`config.mk`:
```
export PLATFORM = sky130hd
export DESIGN_NAME = vtdt_ram
export DESIGN_NICKNAME = d
export VERILOG_FILES = /design/src/hw/rtl/vtdt_ram.sv
export SDC_FILE = /design/constraint.sdc
export NUM_CORES = 1
export LEC_CHECK = 0
export BUFFER_PORTS_ARGS = -buffer_cell sky130_fd_sc_hd__buf_4
export CAP_MARGIN = 10
export CORE_MARGIN = 2
export CORE_UTILIZATION = 50
export CTS_CLUSTER_DIAMETER = 30
export CTS_CLUSTER_SIZE = 28
export DETAILED_ROUTE_END_ITERATION = 12
export PLACE_DENSITY = 0.69
export SYNTH_ARGS = -nofsm -noshare
export SYNTH_HDL_FRONTEND = slang
export SYNTH_SLANG_ARGS = --single-unit
```
`constraint.sdc`:
```
create_clock -name clk -period 1.75 [get_ports clk]
set_clock_uncertainty 0.05 [all_clocks]
set_input_delay 0.2625 -clock clk [delete_from_list [all_inputs] [get_ports clk]]
set_output_delay 0.2625 -clock clk [all_outputs]
set_load 0.01 [all_outputs]
```
`src/hw/rtl/vtdt_ram.sv`:
```
// Generic simple dual-port RAM: one write port, one registered read port.
`default_nettype none

module vtdt_ram #(
  parameter int WIDTH = 8,
  parameter int DEPTH = 16
) (
  input  logic                     clk,
  input  logic                     wr_en,
  input  logic [$clog2(DEPTH)-1:0] wr_addr,
  input  logic [WIDTH-1:0]         wr_data,
  input  logic [$clog2(DEPTH)-1:0] rd_addr,
  output logic [WIDTH-1:0]         rd_data
);

  logic [WIDTH-1:0] mem [DEPTH];

  // Write port
  always_ff @(posedge clk) begin
    if (wr_en) begin
      mem[wr_addr] <= wr_data;
    end
  end

  // Registered read, old data on a same-address collision
  always_ff @(posedge clk) begin
    rd_data <= mem[rd_addr];
  end

endmodule

`default_nettype wire

```
==> results of run 1 <==
-- synth_stat cells (all sizes together) --
| library cell | count | area (um^2) |
|---|---|---|
| edfxtp | 128 | 3840 |
| mux4 | 32 | 773 |
| a22oi | 16 | 120 |
| nor2 | 13 | 48.8 |
| nand2 | 9 | 33.8 |
| dfxtp | 8 | 160 |
| buf | 7 | 56.3 |
| nor3 | 4 | 20.0 |
| clkdlybuf4s25 | 3 | 30.0 |
| nand2b | 2 | 12.5 |
| nand3b | 2 | 15.0 |
| and2 | 1 | 6.26 |
| and2b | 1 | 7.51 |
| nand3 | 1 | 5.00 |
| nor2b | 1 | 6.26 |
| or3b | 1 | 8.76 |
-- path summary, 6_finish.rpt --
path / to / from / slack (ns) / depth (start not counted)
setup / recovery: rd_data[7] / mem[11][7] / 0.32 / 3
hold / removal: mem[7][2] / wr_data[2] / 0.01 / 1
setup reg to reg: rd_data[7] / mem[11][7] / 0.32 / 3
hold reg to reg: rd_data[2] / mem[14][2] / 0.64 / 3
-- cell families after synthesis --
kind of cell,after synthesis
flip-flops,136
buffers and inverters,10
AND/OR/NAND/NOR,35
multiplexers,32
AO/OA/AOI/OAI,16
-- sequential cells by signal, summed over array words and instances, names as in the netlist --
name and cells:
mem 128, rd_data 8
-- per-layer routing --
layer	vias to the layer above	track usage (%)	part of all wire, %
met3	8	5.32	6.6
met5	-	0	0
met2	88	30.3	50
met1	1292	27.7	42
met4	0	7.33	1.1
li1	1107	-	-
-- report_power, final --
group	switching, mW	leakage (nW)	total, mW	internal [mW]
Combinational	0.199	0.666	0.386	0.187
Clock	1.31	0.273	3.33	2.02
Sequential	0.0263	1.22	3.67	3.64
-- final cells by class --
class / count / area [um^2]
timing repair buffer: 55 / 468
fill: 701 / 3870
clock buffer: 17 / 414
sequential: 136 / 4000
clock inverter: 15 / 154
multi-input combinational: 83 / 1060
tap: 136 / 170
-- cells in the final DEF, fill, tap and decap left out, types with 2 or more instances in the layout --
cell type / count
edfxtp_1: 128
dlygate4sd3_1: 2
nand3b_1: 2
clkbuf_16: 16
a22oi_1: 16
buf_4: 49
clkinv_1: 2
bufinv_16: 2
nor2_1: 13
clkinvlp_4: 2
clkinv_2: 2
buf_12: 4
mux4_1: 14
clkinv_4: 6
nand2b_1: 2
nand2_1: 9
dfxtp_1: 8
mux4_2: 18
nor3_1: 3
-- through the flow --
| stage | utilization, % | cells |
|---|---|---|
| after floorplan | - | 229 |
| after global routing | 61.9 | 442 |
| after global placement | 56.1 | 408 |
| final | 61.9 | 442 |
| after CTS | 61.9 | 442 |
| after detailed placement | 56.1 | 408 |
==> impl_metrics.xml, run 1 <==
<?xml version="1.0" encoding="UTF-8"?>
<metrics>
  <group name="power">
    <metric name="leakagePower" unit="nW">2.16</metric>
    <metric name="powerDensity" unit="mW/mm^2">1180</metric>
    <metric name="overall_power" unit="mW">7.38</metric>
    <metric name="ir_drop_worst_case_vdd" unit="mV">0.653</metric>
  </group>
  <group name="logic_synthesis">
    <metric name="avg_inst_size_synth" unit="um^2">22.5</metric>
    <metric name="synth_seq_area_share" unit="%">77.8</metric>
    <metric name="synth.net_count" unit="">247</metric>
    <metric name="synth_seq_cells" unit="">136</metric>
    <metric name="synth_compound_area_share" unit="%">2.33</metric>
    <metric name="ys_types" unit="">19</metric>
    <metric name="synthesis.yosys.warnings" unit="">0</metric>
    <metric name="syn_area" unit="mm^2">0.00515</metric>
    <metric name="synthCells" unit="">229</metric>
    <metric name="yosys-mux-area-fraction" unit="%">15.0</metric>
    <metric name="combinational_family_with_the_most_area_after_synthesis" unit="">multiplexers</metric>
    <metric name="synth_simple_gate_area_share" unit="%">3.18</metric>
    <metric name="post_synth_xor_xnor_area" unit="%">0</metric>
    <metric name="yosys.area_share.adder" unit="%">0</metric>
  </group>
  <group name="worst_setup_path">
    <metric name="worstSetupStartpointType" unit="">flip-flop</metric>
    <metric name="endpoint_required_time_on_the_critical_path" unit="ns">2.09</metric>
    <metric name="critPathTopFamily" unit="">multiplexers</metric>
    <metric name="path_class" unit="">flip-flop to flip-flop</metric>
    <metric name="timing.critical_path.buf_inv" unit="">0</metric>
    <metric name="cp_data_arrival_time" unit="ns">1.77</metric>
    <metric name="cp_slowest_cell" unit="">mux4_2</metric>
    <metric name="biggest_fanout_along_the_worst_timing_path" unit="">1</metric>
    <metric name="cpPeakStageDelay" unit="ns">0.48</metric>
    <metric name="ordered_list_of_cells_on_the_worst_path" unit="">mux4_2, a22oi_1, nand2_1</metric>
    <metric name="kind_of_end_point_of_the_critical_path" unit="">flip-flop</metric>
  </group>
  <group name="timing">
    <metric name="setup_tns" unit="ns">0</metric>
    <metric name="setup_viol" unit="">0</metric>
    <metric name="rsz0062_at_grt" unit="">no</metric>
    <metric name="timing.fmax" unit="MHz">697</metric>
    <metric name="fin_worst_hold_slack" unit="ns">0.0126</metric>
    <metric name="maxSlewViolCount" unit="">0</metric>
    <metric name="clock_period_minus_final_worst_setup_slack" unit="ns">1.43</metric>
    <metric name="tightest_slew" unit="ns">0.391</metric>
    <metric name="final_hold_viol_count" unit="">0</metric>
    <metric name="final.period_utilization" unit="%">82.0</metric>
    <metric name="slew-limit-headroom" unit="%">73.9</metric>
    <metric name="layout_setup_ws" unit="ns">0.315</metric>
  </group>
  <group name="cts">
    <metric name="clock_tree_from_tritoncts" unit="">done</metric>
    <metric name="cts_max_path_buffers" unit="">2</metric>
    <metric name="cts-buffers-inserted" unit="">17</metric>
    <metric name="clock_insertion_delay_worst_skew" unit="ns">0.52</metric>
    <metric name="post_cts_hold_buffers" unit="">2</metric>
    <metric name="clock-sinks" unit="">136</metric>
    <metric name="cts.clk_slew.worst_paths" unit="ns">0.06</metric>
    <metric name="post_cts.resized_instances" unit="">0</metric>
    <metric name="clock_tree_root" unit="">clkbuf_8</metric>
    <metric name="post_cts_buffers" unit="">0</metric>
    <metric name="clock_tree.htree_level_count" unit="">4</metric>
  </group>
  <group name="outcome">
    <metric name="outcome" unit="">finished, final reports clean</metric>
  </group>
  <group name="drt">
    <metric name="routedWlPerCell" unit="um">22.7</metric>
    <metric name="vias_per_cell" unit="">5.64</metric>
    <metric name="antenna_left" unit="">0</metric>
    <metric name="firstDrtPassIters" unit="">4</metric>
    <metric name="drt_iter0_markers" unit="">172</metric>
    <metric name="wl" unit="um">10000</metric>
    <metric name="detail_route.drc_violations" unit="">0</metric>
    <metric name="routed_vias" unit="">2495</metric>
  </group>
  <group name="global_routing">
    <metric name="grt_first_pass_wirelength" unit="um">15300</metric>
    <metric name="grt_use_total" unit="%">19.8</metric>
    <metric name="grt_antenna_before_repair" unit="">0</metric>
    <metric name="grt_max_degree" unit="">24</metric>
    <metric name="grt_pass1_vias" unit="">2532</metric>
    <metric name="overflow" unit="">0</metric>
  </group>
  <group name="placed_design">
    <metric name="preCtsSetupSlack" unit="ns">0.0155</metric>
    <metric name="detailedPlacementHpwl" unit="um">6400</metric>
    <metric name="globalplace.congestion" unit="">0.729</metric>
    <metric name="detailed_place.area" unit="mm^2">0.00568</metric>
    <metric name="buffer_ports.inserted" unit="">25</metric>
  </group>
  <group name="floorplan">
    <metric name="coreArea" unit="mm^2">0.0101</metric>
    <metric name="design.portCount" unit="">26</metric>
    <metric name="die_w" unit="um">105</metric>
    <metric name="initial_utilization" unit="%">50.8</metric>
    <metric name="die_area" unit="mm^2">0.0111</metric>
    <metric name="die_height" unit="um">105</metric>
    <metric name="rows" unit="">37</metric>
  </group>
  <group name="layout">
    <metric name="num_antenna_cells" unit="">0</metric>
    <metric name="nets" unit="">311</metric>
    <metric name="layout-area-overhead-vs-synth" unit="%">21.9</metric>
    <metric name="layout-drive-gt1-share" unit="%">33.7</metric>
    <metric name="finalInstanceArea" unit="mm^2">0.00627</metric>
  </group>
  <group name="flow_run">
    <metric name="max_cap_viol_count" unit="">0</metric>
  </group>
  <group name="min_path">
    <metric name="hold_path_class" unit="">input port to flip-flop</metric>
  </group>
</metrics>
Power figures use the tool's default switching activity.
==> run 2, diff against run 1 <==
==> constraint.sdc (replaced) <==
create_clock -name clk -period 1.25 [get_ports clk]
set_clock_uncertainty 0.05 [all_clocks]
set_input_delay 0.1875 -clock clk [delete_from_list [all_inputs] [get_ports clk]]
set_output_delay 0.1875 -clock clk [all_outputs]
set_load 0.01 [all_outputs]
==> impl_metrics.xml, run 2 (synthesis results as in run 1) <==
<?xml version="1.0" encoding="UTF-8"?>
<metrics>
  <group name="worst_setup_path">
    <metric name="endpoint_required_time_on_the_critical_path" unit="ns">1.60</metric>
    <metric name="regToRegStartpoint" unit="">mem[7][4]</metric>
    <metric name="path_class" unit="">flip-flop to flip-flop</metric>
    <metric name="cp_data_arrival_time" unit="ns">1.70</metric>
    <metric name="biggest_fanout_along_the_worst_timing_path" unit="">1</metric>
    <metric name="worstSetupStartpointType" unit="">flip-flop</metric>
    <metric name="worst-r2r-cell-count" unit="">3</metric>
    <metric name="reg2reg_slack" unit="ns">-0.10</metric>
    <metric name="reg2reg_end" unit="">rd_data[4]</metric>
    <metric name="kind_of_end_point_of_the_critical_path" unit="">flip-flop</metric>
  </group>
  <group name="floorplan">
    <metric name="die_height" unit="um">105</metric>
    <metric name="die_area" unit="mm^2">0.0111</metric>
    <metric name="rows" unit="">37</metric>
    <metric name="die_w" unit="um">105</metric>
    <metric name="initial_utilization" unit="%">50.8</metric>
    <metric name="coreArea" unit="mm^2">0.0101</metric>
    <metric name="design.portCount" unit="">26</metric>
  </group>
  <group name="min_path">
    <metric name="whs_endpoint" unit="">mem[4][6]</metric>
    <metric name="holdCritStartpoint" unit="">wr_addr[0]</metric>
    <metric name="hold_path_class" unit="">input port to flip-flop</metric>
    <metric name="worst_hold_path.num_cells" unit="">3</metric>
  </group>
  <group name="outcome">
    <metric name="violations" unit="">setup timing</metric>
    <metric name="outcome" unit="">complete, but fails checks</metric>
  </group>
  <group name="timing">
    <metric name="clock_period_minus_final_worst_setup_slack" unit="ns">1.35</metric>
    <metric name="setup_viol" unit="">8</metric>
    <metric name="final_hold_viol_count" unit="">0</metric>
    <metric name="setup_tns" unit="ns">-0.467</metric>
    <metric name="final.period_utilization" unit="%">108</metric>
    <metric name="rsz0062_at_grt" unit="">yes</metric>
    <metric name="tightest_slew" unit="ns">0.825</metric>
    <metric name="maxSlewViolCount" unit="">0</metric>
    <metric name="slew-limit-headroom" unit="%">44.9</metric>
    <metric name="layout_setup_ws" unit="ns">-0.101</metric>
    <metric name="timing.fmax" unit="MHz">740</metric>
  </group>
  <group name="power">
    <metric name="powerDensity" unit="mW/mm^2">1680</metric>
    <metric name="power.share.clock" unit="%">47.5</metric>
    <metric name="overall_power" unit="mW">10.9</metric>
    <metric name="power_report.internal_total" unit="mW">8.83</metric>
    <metric name="pwr-share-comb" unit="%">5.6</metric>
    <metric name="ir_drop_worst_case_vdd" unit="mV">1.20</metric>
    <metric name="leakagePower" unit="nW">2.20</metric>
    <metric name="netSwitchingFraction" unit="%">19.3</metric>
    <metric name="power_frac_seq" unit="%">46.9</metric>
    <metric name="net_switching_power" unit="mW">2.11</metric>
  </group>
  <group name="drt">
    <metric name="antenna_left" unit="">0</metric>
    <metric name="routed_vias" unit="">2502</metric>
    <metric name="routedWlPerCell" unit="um">22.3</metric>
    <metric name="detail_route.drc_violations" unit="">0</metric>
    <metric name="firstDrtPassIters" unit="">4</metric>
    <metric name="wl" unit="um">10100</metric>
    <metric name="drt_iter0_markers" unit="">163</metric>
    <metric name="vias_per_cell" unit="">5.51</metric>
  </group>
  <group name="cts">
    <metric name="cts.clk_slew.worst_paths" unit="ns">0.06</metric>
    <metric name="cts-buffers-inserted" unit="">17</metric>
    <metric name="clock-sinks" unit="">136</metric>
    <metric name="clock_tree_from_tritoncts" unit="">done</metric>
    <metric name="clock_tree.htree_level_count" unit="">4</metric>
    <metric name="clock_tree_root" unit="">clkbuf_8</metric>
    <metric name="cts_max_path_buffers" unit="">2</metric>
    <metric name="clock_insertion_delay_worst_skew" unit="ns">0.52</metric>
  </group>
  <group name="layout">
    <metric name="nets" unit="">323</metric>
    <metric name="num_antenna_cells" unit="">0</metric>
    <metric name="flip_flop_count_of_the_largest_register_all_copies_and_words_added" unit="">128</metric>
    <metric name="layout-area-overhead-vs-synth" unit="%">26.7</metric>
    <metric name="layout.cells.most_common" unit="">edfxtp_1</metric>
    <metric name="top_register" unit="">mem</metric>
    <metric name="layout-drive-gt1-share" unit="%">42.8</metric>
    <metric name="post-route-util" unit="%">64.3</metric>
    <metric name="layout.cells.most_common_list" unit="">edfxtp_1 (128), buf_4 (49), mux4_2 (32)</metric>
    <metric name="top_regs" unit="">mem (128), rd_data (8)</metric>
  </group>
  <group name="global_routing">
    <metric name="grt_max_degree" unit="">17</metric>
    <metric name="grt_pass1_vias" unit="">2640</metric>
    <metric name="grt_antenna_before_repair" unit="">0</metric>
    <metric name="grt_use_total" unit="%">20.5</metric>
    <metric name="grt_first_pass_wirelength" unit="um">15900</metric>
    <metric name="overflow" unit="">0</metric>
  </group>
  <group name="placed_design">
    <metric name="globalplace.congestion" unit="">0.735</metric>
    <metric name="buffer_ports.inserted" unit="">25</metric>
    <metric name="detailedPlacementHpwl" unit="um">6680</metric>
  </group>
  <group name="flow_run">
    <metric name="max_cap_viol_count" unit="">0</metric>
  </group>
</metrics>
run 2: changes by cell type in the layout (fill, tap and decap cells not counted), moves of 3 or more:
| cell | previous run | this run |
|---|---|---|
| mux4_1 | 14 | 0 |
| mux4_2 | 18 | 32 |
| a22oi_1 | 16 | 10 |
| a22oi_2 | 0 | 6 |
| dlygate4sd3_1 | 2 | 8 |
| clkinv_4 | 6 | 1 |
| buf_12 | 4 | 8 |
| bufinv_16 | 2 | 5 |
| nor2_1 | 13 | 10 |
| nor2_4 | 0 | 3 |
| nor3_1 | 3 | 0 |
run 2: timing repair:
item                       in CTS  in global routing
setup endpoints to repair      10                  9
hold endpoints to repair      128                  0
hold buffers                    8                  0
gates cloned                    0                  0
resized for setup              10                  2
buffers inserted                0                  0
pin swaps                       2                  2
run 2: per-stage QoR:
step                setup WS (ns)  instance area (um^2)  cells  hold slack (ns)
floorplan                  -0.121                  5180    229            0.236
global route               -0.169                  6520    454            0.101
finish                     -0.101                  6520    454            0.114
CTS                        -0.103                  6510    454           0.0860
global placement           -0.352                  5780    414            0.434
detailed placement         -0.445                  5780    414            0.458
run 2: power groups by stage:
stage	clock network [mW]	logic [mW]	registers [mW]
floorplan	0	0.291	5.23
global placement	0	0.565	5.22
detailed placement	0	0.583	5.23
CTS	5.30	0.621	5.14
global route	5.49	0.660	5.14
finish	5.20	0.613	5.14
run 2: worst max-delay path, cell delays in order (launching register included):
cell and delay (ns):
edfxtp_1 0.37, mux4_2 0.52, a22oi_2 0.20, nand2_1 0.09
run 2: cell type report:
cell class / count / area [um^2]
tap: 136 / 170
timing repair buffer: 67 / 631
clock buffer: 19 / 422
clock inverter: 13 / 203
sequential: 136 / 4010
fill: 671 / 3620
multi-input combinational: 83 / 1090
run 2: worst max path at each step:
stage          startpoint  slack [ns]          to  cells past startpoint
2_1_floorplan  wr_addr[2]       -0.12   mem[0][0]                      2
4_1_cts         mem[7][4]       -0.10  rd_data[4]                      3
5_1_grt         mem[7][4]       -0.17  rd_data[4]                      3
3_5_place_dp   rd_addr[0]       -0.45  rd_data[4]                      5
6_report        mem[7][4]       -0.10  rd_data[4]                      3
3_3_place_gp   rd_addr[0]       -0.35  rd_data[6]                      5
run 2: metal layers:
| metal | GRT usage [%] | part of all wire [%] | up-vias |
|---|---|---|---|
| met5 | 0 | 0 | - |
| met4 | 8.38 | 1.6 | 0 |
| met3 | 6.37 | 5.0 | 11 |
| li1 | - | - | 1116 |
| met2 | 32.4 | 51 | 79 |
| met1 | 26.8 | 42 | 1296 |
